<file path="config.mk">
export PLATFORM = sky130hd
export DESIGN_NAME = contiguous_fit_allocator_unit
export DESIGN_NICKNAME = d
export VERILOG_FILES = /design/src/hdl/cfa_pkg.sv /design/src/hdl/cfa_datapath.sv /design/src/hdl/cfa_ctrl.sv /design/src/hdl/contiguous_fit_allocator_unit.sv
export SDC_FILE = /design/constraint.sdc
export NUM_CORES = 1
export LEC_CHECK = 0
export BUFFER_PORTS_ARGS = -buffer_cell sky130_fd_sc_hd__buf_2
export CORE_UTILIZATION = 40
export DETAILED_ROUTE_END_ITERATION = 10
export GPL_ROUTABILITY_DRIVEN = 1
export SYNTH_ARGS = -nofsm -noshare
export SYNTH_HDL_FRONTEND = slang
export SYNTH_SLANG_ARGS = --single-unit
</file>
<file path="constraint.sdc">
create_clock -name clk_i -period 9.4 [get_ports clk_i]
set_input_delay 0 -clock clk_i [delete_from_list [all_inputs] [get_ports clk_i]]
set_output_delay 0 -clock clk_i [all_outputs]
set_load 0.02 [all_outputs]
</file>
<file path="src/hdl/cfa_pkg.sv">
// Package: shared constants, types and controller commands for the contiguous fit allocator.
package cfa_pkg;

  localparam int MapUnits  = 256;
  localparam int MaxOwners = 16;
  localparam int UnitW     = $clog2(MapUnits);       // unit index
  localparam int CntW      = $clog2(MapUnits + 1);   // unit count incl. MapUnits
  localparam int OwnW      = $clog2(MaxOwners);
  localparam int OcntW     = $clog2(MaxOwners + 1);

  localparam logic [2:0] StAlloc    = 3'd0;
  localparam logic [2:0] StNoFit    = 3'd1;
  localparam logic [2:0] StFreed    = 3'd2;
  localparam logic [2:0] StNotFound = 3'd3;
  localparam logic [2:0] StFull     = 3'd4;

  localparam logic [1:0] PolBest  = 2'd1;
  localparam logic [1:0] PolWorst = 2'd2;

  typedef enum logic [3:0] {
    S_IDLE, S_SCAN, S_MARK, S_LOOK, S_CLEAR, S_SHIFT, S_OUT
  } state_e;

  // Controller to datapath.
  typedef struct packed {
    logic load;       // capture the item, reset scan
    logic scan_step;  // examine one unit
    logic mark_step;  // write one unit of the block
    logic alloc_done; // append table entry
    logic look_step;  // compare one table entry
    logic shift_step; // close the gap left by the freed entry
    logic set_result; // latch result fields
  } cmd_t;

  // Datapath to controller.
  typedef struct packed {
    logic clearing;
    logic is_free;
    logic table_full;
    logic bad_size;
    logic scan_done;
    logic found;
    logic mark_done;
    logic look_hit;
    logic look_done;
    logic shift_done;
  } sts_t;

endpackage

</file>
<file path="src/hdl/cfa_datapath.sv">
// Datapath: used map, process table, hole scanner and result registers.
module cfa_datapath (
  input  logic                   clk_i,
  input  logic                   rst_ni,
  input  cfa_pkg::cmd_t          cmd_i,
  output cfa_pkg::sts_t          sts_o,
  input  logic [8:0]             ram_size_i,
  input  logic                   action_i,
  input  logic [15:0]            owner_id_i,
  input  logic [8:0]             request_size_i,
  input  logic [1:0]             policy_i,
  output logic [2:0]             status_o,
  output logic [7:0]             start_address_o,
  output logic [7:0]             end_address_o
);
  import cfa_pkg::*;

  logic                 map_q [MapUnits];
  logic                 map_rd_q;
  logic                 clr_busy_q;
  logic [UnitW-1:0]     clr_idx_q;
  logic [15:0]          tab_own_q [MaxOwners];
  logic [UnitW-1:0]     tab_start_q [MaxOwners];
  logic [CntW-1:0]      tab_len_q [MaxOwners];
  logic [OcntW-1:0]     cnt_q;

  logic                 act_q;
  logic [15:0]          own_q;
  logic [CntW-1:0]      size_q;
  logic [1:0]           pol_q;
  logic [CntW-1:0]      lim_q;

  logic [CntW-1:0]      idx_q;     // scan / mark counter
  logic [CntW-1:0]      run_q;     // start of current run
  logic                 inrun_q;
  logic                 found_q;
  logic [CntW-1:0]      bstart_q;
  logic [CntW-1:0]      blen_q;
  logic [OwnW:0]        k_q;       // table look / shift index
  logic [CntW-1:0]      fstart_q;
  logic [CntW-1:0]      flen_q;
  logic [2:0]           status_q;
  logic [7:0]           sa_q, ea_q;

  logic                 unit_free;
  logic [CntW-1:0]      len;
  logic                 take;
  logic [OwnW-1:0]      k_idx;
  logic [UnitW-1:0]     u_idx;
  logic [CntW-1:0]      idx_nxt;
  logic [UnitW-1:0]     rd_addr;

  assign u_idx     = idx_q[UnitW-1:0];
  assign k_idx     = k_q[OwnW-1:0];
  assign idx_nxt   = idx_q + CntW'(1);
  // Fetch the unit that the scan looks at in the next cycle.
  assign rd_addr   = cmd_i.scan_step ? idx_nxt[UnitW-1:0] : u_idx;
  assign unit_free = (idx_q < lim_q) && !map_rd_q;
  assign len       = idx_q - run_q;

  always_comb begin
    take = 1'b0;
    if (inrun_q && !unit_free && len >= size_q) begin
      if (!found_q)              take = 1'b1;
      else if (pol_q == PolBest)  take = len < blen_q;
      else if (pol_q == PolWorst) take = len > blen_q;
    end
  end

  always_comb begin
    sts_o.clearing   = clr_busy_q;
    sts_o.is_free    = act_q;
    sts_o.table_full = cnt_q == OcntW'(MaxOwners);
    sts_o.bad_size   = size_q == '0;
    sts_o.scan_done  = idx_q == lim_q;
    sts_o.found      = found_q || take;
    sts_o.mark_done  = idx_q == bstart_q + size_q - CntW'(1);
    sts_o.look_hit   = (k_q < (OwnW+1)'(cnt_q)) && tab_own_q[k_idx] == own_q;
    sts_o.look_done  = k_q >= (OwnW+1)'(cnt_q);
    sts_o.shift_done = k_q + (OwnW+1)'(1) >= (OwnW+1)'(cnt_q);
  end

  // Walk the whole map once after reset, one unit per cycle, marking it free.
  always_ff @(posedge clk_i or negedge rst_ni) begin
    if (!rst_ni) begin
      clr_busy_q <= 1'b1;
      clr_idx_q  <= '0;
    end else if (clr_busy_q) begin
      clr_idx_q <= clr_idx_q + UnitW'(1);
      if (clr_idx_q == UnitW'(MapUnits - 1)) clr_busy_q <= 1'b0;
    end
  end

  // Map; unit writes beyond the depth are dropped.
  always_ff @(posedge clk_i) begin
    if (clr_busy_q) begin
      map_q[clr_idx_q] <= 1'b0;
    end else if (cmd_i.mark_step && idx_q < CntW'(MapUnits)) begin
      map_q[u_idx] <= !act_q;
    end
    map_rd_q <= map_q[rd_addr];
  end

  always_ff @(posedge clk_i or negedge rst_ni) begin
    if (!rst_ni) begin
      cnt_q <= '0;
    end else if (cmd_i.alloc_done) begin
      cnt_q <= cnt_q + OcntW'(1);
    end else if (cmd_i.shift_step && sts_o.shift_done) begin
      cnt_q <= cnt_q - OcntW'(1);
    end
  end

  always_ff @(posedge clk_i) begin
    if (cmd_i.alloc_done) begin
      tab_own_q[cnt_q[OwnW-1:0]]   <= own_q;
      tab_start_q[cnt_q[OwnW-1:0]] <= bstart_q[UnitW-1:0];
      tab_len_q[cnt_q[OwnW-1:0]]   <= size_q;
    end else if (cmd_i.shift_step && !sts_o.shift_done) begin
      tab_own_q[k_idx]   <= tab_own_q[k_idx + OwnW'(1)];
      tab_start_q[k_idx] <= tab_start_q[k_idx + OwnW'(1)];
      tab_len_q[k_idx]   <= tab_len_q[k_idx + OwnW'(1)];
    end
  end

  always_ff @(posedge clk_i) begin
    if (cmd_i.load) begin
      act_q   <= action_i;
      own_q   <= owner_id_i;
      size_q  <= request_size_i;
      pol_q   <= policy_i;
      lim_q   <= (ram_size_i > 9'(MapUnits)) ? CntW'(MapUnits) : CntW'(ram_size_i);
      idx_q   <= '0;
      inrun_q <= 1'b0;
      found_q <= 1'b0;
      k_q     <= '0;
    end else if (cmd_i.scan_step) begin
      if (unit_free && !inrun_q) begin
        inrun_q <= 1'b1;
        run_q   <= idx_q;
      end else if (!unit_free) begin
        inrun_q <= 1'b0;
      end
      if (take) begin
        found_q  <= 1'b1;
        bstart_q <= run_q;
        blen_q   <= len;
      end
      // Hold the chosen start in the counter when the scan ends.
      if (sts_o.scan_done) idx_q <= take ? run_q : bstart_q;
      else                 idx_q <= idx_q + CntW'(1);
    end else if (cmd_i.mark_step) begin
      idx_q <= idx_q + CntW'(1);
    end else if (cmd_i.look_step) begin
      if (sts_o.look_hit) begin
        fstart_q <= CntW'(tab_start_q[k_idx]);
        flen_q   <= tab_len_q[k_idx];
        bstart_q <= CntW'(tab_start_q[k_idx]);
        size_q   <= tab_len_q[k_idx];
        idx_q    <= CntW'(tab_start_q[k_idx]);
      end else begin
        k_q <= k_q + (OwnW+1)'(1);
      end
    end else if (cmd_i.shift_step) begin
      k_q <= k_q + (OwnW+1)'(1);
    end
  end

  always_ff @(posedge clk_i) begin
    if (cmd_i.set_result) begin
      if (act_q) begin
        if (sts_o.look_done) begin
          status_q <= StNotFound; sa_q <= '0; ea_q <= '0;
        end else begin
          status_q <= StFreed;
          sa_q     <= fstart_q[7:0];
          ea_q     <= 8'(fstart_q + flen_q - CntW'(1));
        end
      end else if (sts_o.table_full) begin
        status_q <= StFull; sa_q <= '0; ea_q <= '0;
      end else if (sts_o.bad_size || !found_q) begin
        status_q <= StNoFit; sa_q <= '0; ea_q <= '0;
      end else begin
        status_q <= StAlloc;
        sa_q     <= bstart_q[7:0];
        ea_q     <= 8'(bstart_q + size_q - CntW'(1));
      end
    end
  end

  assign status_o        = status_q;
  assign start_address_o = sa_q;
  assign end_address_o   = ea_q;

  a_cnt_bound: assert property (@(posedge clk_i) disable iff (!rst_ni)
    cnt_q <= OcntW'(MaxOwners)) else $error("table count overflow");
  a_no_alloc_full: assert property (@(posedge clk_i) disable iff (!rst_ni)
    cmd_i.alloc_done |-> !sts_o.table_full) else $error("append to full table");
  a_shift_nonempty: assert property (@(posedge clk_i) disable iff (!rst_ni)
    cmd_i.shift_step |-> cnt_q != '0) else $error("shift on empty table");
  a_mark_after_clear: assert property (@(posedge clk_i) disable iff (!rst_ni)
    cmd_i.mark_step |-> !clr_busy_q) else $error("map write during clearing");
endmodule

</file>
<file path="src/hdl/cfa_ctrl.sv">
// Controller: sequences scan, mark, lookup, clear and table shift for each item.
module cfa_ctrl (
  input  logic           clk_i,
  input  logic           rst_ni,
  input  logic           in_valid,
  output logic           in_stall,
  output logic           out_valid,
  input  logic           out_stall,
  output cfa_pkg::cmd_t  cmd_o,
  input  cfa_pkg::sts_t  sts_i
);
  import cfa_pkg::*;

  state_e state_q, state_d;
  logic   ov_q, ov_d;
  logic   busy_q, busy_d;
  logic   accept;

  assign accept = in_valid && !in_stall;

  always_comb begin
    state_d = state_q;
    case (state_q)
      S_IDLE:  if (accept) state_d = S_OUT;
      S_OUT:   begin
        if (sts_i.is_free) state_d = S_LOOK;
        else if (sts_i.table_full || sts_i.bad_size) state_d = S_IDLE;
        else state_d = S_SCAN;
      end
      S_SCAN:  if (sts_i.scan_done) state_d = sts_i.found ? S_MARK : S_IDLE;
      S_MARK:  if (sts_i.mark_done) state_d = S_IDLE;
      S_LOOK:  begin
        if (sts_i.look_done) state_d = S_IDLE;
        else if (sts_i.look_hit) state_d = S_CLEAR;
      end
      S_CLEAR: if (sts_i.mark_done) state_d = S_SHIFT;
      S_SHIFT: if (sts_i.shift_done) state_d = S_IDLE;
      default: state_d = S_IDLE;
    endcase
  end

  always_comb begin
    cmd_o      = '0;
    ov_d       = ov_q && out_stall;
    busy_d     = busy_q;
    cmd_o.load = accept;
    case (state_q)
      S_OUT: begin
        if (!sts_i.is_free && (sts_i.table_full || sts_i.bad_size)) begin
          cmd_o.set_result = 1'b1;
        end
      end
      S_SCAN: begin
        cmd_o.scan_step = 1'b1;
        if (sts_i.scan_done && !sts_i.found) cmd_o.set_result = 1'b1;
      end
      S_MARK: begin
        cmd_o.mark_step = 1'b1;
        if (sts_i.mark_done) begin
          cmd_o.alloc_done = 1'b1;
          cmd_o.set_result = 1'b1;
        end
      end
      S_LOOK: begin
        cmd_o.look_step = 1'b1;
        if (sts_i.look_done) cmd_o.set_result = 1'b1;
      end
      S_CLEAR: cmd_o.mark_step = 1'b1;
      S_SHIFT: begin
        cmd_o.shift_step = 1'b1;
        if (sts_i.shift_done) cmd_o.set_result = 1'b1;
      end
      default: ;
    endcase
    if (cmd_o.load) busy_d = 1'b1;
    if (cmd_o.set_result) begin
      ov_d   = 1'b1;
      busy_d = 1'b0;
    end
  end

  // A new item waits until the map is cleared and the previous result has left
  // the output register.
  assign in_stall  = (state_q != S_IDLE) || busy_q || ov_q || sts_i.clearing;
  assign out_valid = ov_q;

  always_ff @(posedge clk_i or negedge rst_ni) begin
    if (!rst_ni) begin
      state_q <= S_IDLE;
      ov_q    <= 1'b0;
      busy_q  <= 1'b0;
    end else begin
      state_q <= state_d;
      ov_q    <= ov_d;
      busy_q  <= busy_d;
    end
  end

  a_res_once: assert property (@(posedge clk_i) disable iff (!rst_ni)
    cmd_o.set_result |-> !ov_q) else $error("result overwritten");
  a_load_idle: assert property (@(posedge clk_i) disable iff (!rst_ni)
    cmd_o.load |=> state_q == S_OUT) else $error("load lost");
  a_scan_alloc: assert property (@(posedge clk_i) disable iff (!rst_ni)
    state_q == S_SCAN |-> !sts_i.is_free) else $error("scan on free");
endmodule

</file>
<file path="src/hdl/contiguous_fit_allocator_unit.sv">
// Top level: contiguous fit allocator with controller and datapath.
// Channels: the input channel (in_valid/in_stall) carries action, owner id,
//   request size and policy; the output channel (out_valid/out_stall) returns
//   status, start and end address, one result per item, held while out_stall
//   is high. The configuration channel (cfg_valid/cfg_ready) writes ram_size;
//   write it only while no item is in work.
// Sequence from acceptance to out_valid, with lim = min(ram_size, 256):
//   an allocate that fits scans lim + 1 positions, then marks the block unit
//   by unit; with no fit it ends after the scan; with a full table or zero
//   size it neither scans nor marks. A free looks up the table entry by entry,
//   clears the block, then shifts the table; an unknown id ends after lookup.
// Throughput: one item in work at a time; the next item can be taken the
//   cycle after the result has been accepted, so the map scan and mark set
//   the rate.
// Reset: ram_size 256, table empty; a clearing pass after reset frees the 256
//   map units, with in_stall high meanwhile. While a result waits under
//   out_stall, in_stall stays high.
module contiguous_fit_allocator_unit (
  input  logic        clk_i,
  input  logic        rst_ni,
  input  logic        in_valid,
  output logic        in_stall,
  input  logic        action_i,
  input  logic [15:0] owner_id_i,
  input  logic [8:0]  request_size_i,
  input  logic [1:0]  policy_i,
  output logic        out_valid,
  input  logic        out_stall,
  output logic [2:0]  status_o,
  output logic [7:0]  start_address_o,
  output logic [7:0]  end_address_o,
  input  logic        cfg_valid,
  output logic        cfg_ready,
  input  logic [8:0]  ram_size_i
);
  import cfa_pkg::*;

  cmd_t       cmd;
  sts_t       sts;
  logic [8:0] ram_size_q;

  assign cfg_ready = 1'b1;

  always_ff @(posedge clk_i or negedge rst_ni) begin
    if (!rst_ni) ram_size_q <= 9'd256;
    else if (cfg_valid && cfg_ready) ram_size_q <= ram_size_i;
  end

  cfa_ctrl u_ctrl (
    .clk_i, .rst_ni, .in_valid, .in_stall, .out_valid, .out_stall,
    .cmd_o(cmd), .sts_i(sts)
  );

  cfa_datapath u_dp (
    .clk_i, .rst_ni, .cmd_i(cmd), .sts_o(sts), .ram_size_i(ram_size_q),
    .action_i, .owner_id_i, .request_size_i, .policy_i,
    .status_o, .start_address_o, .end_address_o
  );

  a_out_hold: assert property (@(posedge clk_i) disable iff (!rst_ni)
    out_valid && out_stall |=> out_valid && $stable(status_o))
    else $error("result dropped");
  a_no_accept_busy: assert property (@(posedge clk_i) disable iff (!rst_ni)
    out_valid |-> in_stall) else $error("accept while result pending");
  a_status_range: assert property (@(posedge clk_i) disable iff (!rst_ni)
    out_valid |-> status_o <= StFull) else $error("bad status");
endmodule

</file>
* After elaboration in Yosys (flattened, before gate mapping)
Memories as Yosys holds them, arrays and structs flattened. A register that Yosys moved wholly into a read port is not among the register bits.
Cells that the tools add are included.
** Word-level totals
- Flip-flop bits (word level) :: 144
- RAM bits :: 784
- Input port bits :: 42
- Output and inout port bits :: 22
- Word-level logic and storage cells :: 220
- Memories :: 4
** Cells by class
- $add $sub $neg :: 11
- $lt $le $gt $ge :: 9
- Equality and inequality tests :: 24
- Muxes and demuxes :: 92
- Bitwise gates (word level) :: 3
- Reduce and logical (&&, ||, !) cells :: 53
** Memory list
- u_dp.map_q :: depth 256, width 1, rd ports 1, clocked after Yosys merged registers in 1, write ports 1, RTL line cfa_datapath.sv:18 : logic map_q [MapUnits];
- u_dp.tab_own_q :: depth 16, width 16, rd ports 2, clocked after Yosys merged registers in 1, write ports 1, RTL line cfa_datapath.sv:22 : logic [15:0] tab_own_q [MaxOwners];
- u_dp.tab_len_q :: depth 16, width 9, rd ports 2, clocked after Yosys merged registers in 1, write ports 1, RTL line cfa_datapath.sv:24 : logic [CntW-1:0] tab_len_q [MaxOwners];
- u_dp.tab_start_q :: depth 16, width 8, rd ports 2, clocked after Yosys merged registers in 1, write ports 1, RTL line cfa_datapath.sv:23 : logic [UnitW-1:0] tab_start_q [MaxOwners];
** Operators with widths (number)
- $mux 9 :: 14
- $mux 8 :: 11
- $mux 4 :: 17
- $mux 1 :: 39
- $pmux 4 s7 :: 1
- $mux 5 :: 5
- $eq 9x9->1 :: 2
- $lt 9x9->1 :: 2
- $eq 16x16->1 :: 1
- $mux 16 :: 1
- $reduce_or 16->1 :: 1
- $reduce_bool 2->1 :: 7
- $eq 4x3->1 const B :: 3
- $logic_and 1x1->1 :: 12
- $reduce_and 4->1 :: 3
- $add 5x1->5 const B :: 2
- $ge 5x5->1 :: 2
- $ne 2x1->1 const B :: 5
- $ne 2x2->1 const B :: 5
- $add 9x1->9 const B :: 1
- $add 9x9->9 :: 1
- $ge 9x9->1 :: 1
- $gt 9x9->1 :: 1
- $gt 9x9->1 const B :: 1
- 34 further kinds :: 54

* Depth between registers and ports, before layout
- Depth in word-level cells :: 12
- Depth in mapped cells :: 24
- Mapped depth without buffers :: 20

* Hierarchy
Synthesis repeated with hierarchy kept, for this count alone.
** Unflattened totals
- Cell total of the unflattened synthesis :: 2683
- Area, all modules :: 44591.5 µm²
** Modules (own cells, without submodules)
- cfa_datapath :: times used 1, cells each 2614, area each 43769.5 µm², seq. area each 27287.4 µm²
- cfa_ctrl :: times used 1, cells each 48, area each 437.9 µm², seq. area each 125.1 µm²
- contiguous_fit_allocator_unit :: times used 1, cells each 21, area each 384.1 µm², seq. area each 226.5 µm²

* Worst setup path before layout
OpenSTA, ideal clock, no wires.
- Path type :: register -> register
- Start point :: reg u_ctrl.state_q[2]
- End point :: mem u_dp.map_q[0] (data pin)
- Arrival :: 7.315 ns
- Path slack :: 0.692 ns
- Cell stages (with the launch flop) :: 8
- Path buffers :: 2
- Clock period less this slack :: 8.708 ns
- Cells stage by stage :: dfrtp_1 buf_2 nand2b_1 nand2_1 nand2b_1 or3_1 clkbuf_1 nor2_1
** Between the ends
- Word-level cells in the longest chain between the ends :: 9
- Elaborated cells on any way between the ends :: 10
** RTL lines
- start: declaration :: RTL line cfa_ctrl.sv:14 : state_e state_q, state_d;
- start signal: assignment :: RTL line cfa_ctrl.sv:93 : state_q <= state_d;
- $eq 4x2->1 or $eq 4x3->1 (tied branches) :: RTL line cfa_ctrl.sv:47 : case (state_q)
- $reduce_or 2->1 (no line) *
- $mux 1 * :: RTL line cfa_ctrl.sv:47
- $logic_and 1x1->1 * :: RTL line cfa_datapath.sv:98 : end else if (cmd_i.mark_step && idx_q < CntW'(MapUnits)) begin
- $mux 1 * :: RTL line cfa_datapath.sv:98
- $mux 1 * :: RTL line cfa_datapath.sv:96 : if (clr_busy_q) begin
- $mux 1 (not written as such) * :: RTL line cfa_datapath.sv:99 : map_q[u_idx] <= !act_q;
- $reduce_or 1->1 (no line) *
- $mux 1 (no line) *
- end: declaration :: RTL line cfa_datapath.sv:18
Every way passes the cells marked *; elsewhere a longest branch is shown, timed or not.

* Final worst setup path
- Start point :: reg u_dp.k_q[0]
- End point :: mem u_dp.tab_len_q[0][2] in the netlist's numbering, enable pin
** Between the ends
- Word-level cells in the longest chain between the ends :: 9
- Elaborated cells on any way between the ends :: 10
** RTL lines
- start: declaration :: RTL line cfa_datapath.sv:39 : logic [OwnW:0] k_q;
- start signal: assignment :: RTL line cfa_datapath.sv:162 : k_q <= k_q + (OwnW+1)'(1);
- start signal: assignment :: RTL line cfa_datapath.sv:165 : k_q <= k_q + (OwnW+1)'(1);
- $add 5x1->5 :: RTL line cfa_datapath.sv:80 : sts_o.shift_done = k_q + (OwnW+1)'(1) >= (OwnW+1)'(cnt_q);
- $ge 5x5->1 :: RTL line cfa_datapath.sv:80
- $logic_not 1->1 :: RTL line cfa_datapath.sv:119 : end else if (cmd_i.shift_step && !sts_o.shift_done) begin
- $logic_and 1x1->1 :: RTL line cfa_datapath.sv:119
- $mux 1 :: RTL line cfa_datapath.sv:119
- $mux 1 :: RTL line cfa_datapath.sv:115 : if (cmd_i.alloc_done) begin
- $mux 1 (not written as such) :: RTL line cfa_datapath.sv:122 : tab_len_q[k_idx] <= tab_len_q[k_idx + OwnW'(1)];
- $reduce_or 9->1 (no line)
- $mux 4 (no line) or $mux 1 (tied branches)
- end: declaration :: RTL line cfa_datapath.sv:24
Several ways; a longest one is shown, not always the timed one.

==> flow_metrics.tcl <==
set metrics [dict create \
    grt_antenna_before_repair 0 \
    die_y_um 339.5 \
    min_path_cells 2 \
    drc_errors 0 \
    start_kind "register" \
    drv_slew 0 \
    use_met1_pct 29.05 \
    synth_mux_area_share_pct 20.83 \
    grt_overflow 0 \
    tightest_slew_ns 1.202 \
    crit_chain "buf_4 > nand3_1 > xor2_4 > inv_1 > ha_1 > o21ai_0 > nand2b_1 > a21oi_1 > nand3_2 > buf_4 > nor3_1 > a21oi_1 > nor2_4 > buf_4" \
    hold_start "owner_id_i[2]" \
    worstSetupPathType "reg2reg" \
    fmax_ghz 0.1757 \
    seqCellArea_um2 27660 \
    clk_pin_slew_worst_paths_ns 0.06 \
    synth_fa_ha_area_share_pct 2.346 \
    yosys_warnings 0 \
    synth_top_family_by_area "multiplexers" \
    cp-end-kind "register" \
    post_cts_resized 0 \
    seq_area_frac_synth_pct 60.67 \
    cts_hold_buf 62 \
    regToRegStartpoint "u_dp.k_q[0]" \
    crit_path_max_fanout 53 \
    first_iter_violations 2717 \
    place.gp.congestion 0.9022 \
    multi_input_comb_area_um2 16850 \
    synth-compound-area-share_pct 4.480 \
    max_slew_margin_pct 19.90 \
    crit_family "buffers and inverters" \
    clock_skew_ns 0.04231 \
    timing.final.crit_share_pct 60.55 \
    fin_cells 4610 \
    ir_drop_uv 395.6 \
    cap_violations 0 \
    drt-total-wl_mm 123.6 \
    crit_required_ns 9.71 \
    yosys_register_bits 932 \
    min_period_ns 5.691 \
    regToRegSetupSlack_ns 3.71 \
    place_ws_ns 3.756 \
    die_x_um 339.5 \
    synth_xor_area_share_pct 1.824 \
    post_cts_buffers 0 \
    fillers 9718 \
    die_area_um2 115200 \
    synth_nets 3060 \
    holdPathEnd "u_dp.own_q[2]" \
    num_rows 123 \
    synth-simple-area-share_pct 7.084 \
    grt_use_met2_pct 34.45 \
    synth.most_common_cell "edfxtp_1" \
    avgSynthCellArea_um2 15.52 \
    fin_ws_ns 3.709 \
    h-tree-depth 3 \
    rsz0062_at_grt "no" \
    synth_common_cells "883 x edfxtp_1, 338 x mux4_2, 330 x nor2_1" \
    dr_total_vias 27710 \
    r2r_cells 14 \
    io_pins 64 \
    design.core.area_um2 112700 \
    grt_pass1_vias 28100 \
    cp_common_cell "buf_4" \
    cts_buffers 102 \
    root_buffer "clkbuf_16" \
    first_pass_iters 5 \
    hp-class "in2reg" \
    fin_tns_setup_ns 0 \
    grt_usage_pct 21.28 \
    syn_inst 2935 \
    critPathBufInv 4 \
    synthFlopType "edfxtp_1" \
    dp.cells 4357 \
    synth_area_leaders "edfxtp_1 58%, mux4_2 17%, mux2i_1 2.7%" \
    clkLatencyLatePin_ns 0.71 \
    layout-drive-gt1-share_pct 23.06 \
    wl_per_cell_um 26.82 \
    final_nets 3148 \
    vias_per_cell 6.010 \
    final_core_util_pct 45.66 \
    power_mw 16.11 \
    cp.arrival_ns 6.00 \
    port_buffers 62 \
    cts_tree "built" \
    netlist_area_um2 45550 \
    hpwl_mm 75.01 \
    powerDensity_nw_per_um2 313.2 \
    leakage_nw 17.00 \
    use_met3_pct 3.982 \
    r2r-end "u_dp.tab_len_q[0][2]" \
    grt_pass1_wl_mm 183.1 \
    outcome "finished clean" \
    grt_max_degree 130 \
    cts_sinks 932 \
    synth.largest_area_cell "edfxtp_1" \
    synth_top_area_share_pct 58.21 \
    slowest_stage "dfxtp_4" \
    ant_nets 0 \
    start_util_pct 40.44 \
    hold_violations 0 \
    yosysUniqueCellTypes 92 \
    areaGrowthSynthToFinish_pct 12.91 \
    clk_path_buf_depth 3 \
    slowest_delay_ns 0.78 \
    synthArstFlopShare_pct 3.004 \
    busiest_layer "met2" \
    setup_viol 0 \
    synth_edf_count 883 \
]
layout make-up:
class | instances | area share (%)
clock buffer | 117 | 5.111
tap | 1500 | 3.649
inverter | 107 | 0.7809
multi-input combinational | 1706 | 32.77
sequential | 932 | 53.77
clock inverter | 73 | 1.287
antenna | 1 | 0.004865
timing repair buffer | 174 | 2.632
cells by family (layout without fill, tap and decap cells):
group,Yosys count,in the layout
DFF,932,932
adders and majority gates,83,83
and+or+nand+nor,730,730
buffers and inverters,297,471
muxes,517,517
other,1,2
xor gates and xnor gates,90,90
AOI/OAI and AO/OA,285,285
state kept, by name, indices dropped and copies added (netlist names), 8 cells and up, named ones only:
register and flops:
u_dp.fstart_q 8, u_dp.start_address_o 8, u_dp.tab_own_q 256, u_dp.map_q 256, u_dp.end_address_o 8, u_dp.clr_idx_q 8
u_dp.size_q 9, u_dp.tab_start_q 128, ram_size_q 9, u_dp.run_q 9, u_dp.blen_q 9, u_dp.bstart_q 9
u_dp.tab_len_q 144, u_dp.idx_q 9, u_dp.lim_q 9, u_dp.flen_q 8, u_dp.own_q 16
worst max path at each step:
stage | start | to | slack (ns) | depth (start not counted)
floorplan | u_ctrl.state_q[2] | u_dp.map_q[0] | 0.69 | 7
global placement | u_dp.k_q[0] | u_dp.tab_len_q[8][6] | 3.91 | 13
detailed placement | u_dp.k_q[0] | u_dp.tab_len_q[8][2] | 3.76 | 14
CTS | u_dp.k_q[0] | u_dp.tab_own_q[8][8] | 3.78 | 14
global route | u_dp.k_q[0] | u_dp.tab_start_q[3][1] | 3.47 | 14
finish | u_dp.k_q[0] | u_dp.tab_len_q[0][2] | 3.71 | 14
cells in the final DEF (no fill, tap or decap), types with 20 or more instances in the layout:
master	count
xor2_1	39
nor2b_1	21
mux4_2	338
buf_2	62
nor2_1	313
xnor2_1	45
ha_1	78
a21oi_1	53
a31oi_1	20
clkinv_1	25
buf_4	47
o22ai_1	24
nor3_1	22
edfxtp_1	883
nand3_1	51
clkbuf_16	102
dfrtp_1	26
mux2i_1	125
nand2_1	201
dlygate4sd3_1	61
a21o_1	20
clkinv_2	25
o21ai_0	32
mux2_2	53
inv_1	105
per-stage QoR:
stage / instance area, um^2 / hold WS [ns]
after floorplan: 45550 / -0.2956
after global routing: 51430 / 0.01944
final: 51430 / 0.04271
after CTS: 51430 / 0.001325
after detailed placement: 47510 / 0.07278
after global placement: 47510 / 0.04600
report_power, final:
part	switching (mW)	leakage, nW	internal, mW	total, mW
clock network	1.71	1.60	2.24	3.95
registers	0.290	8.52	5.05	5.34
logic	3.87	6.88	2.95	6.83
metal layers:
metal,vias up,wire [um]
li1,11680,-
met1,14540,51350
met2,1242,59430
met3,244,9185
met4,0,3674
met5,-,0
(Power assumes the default switching activity.)
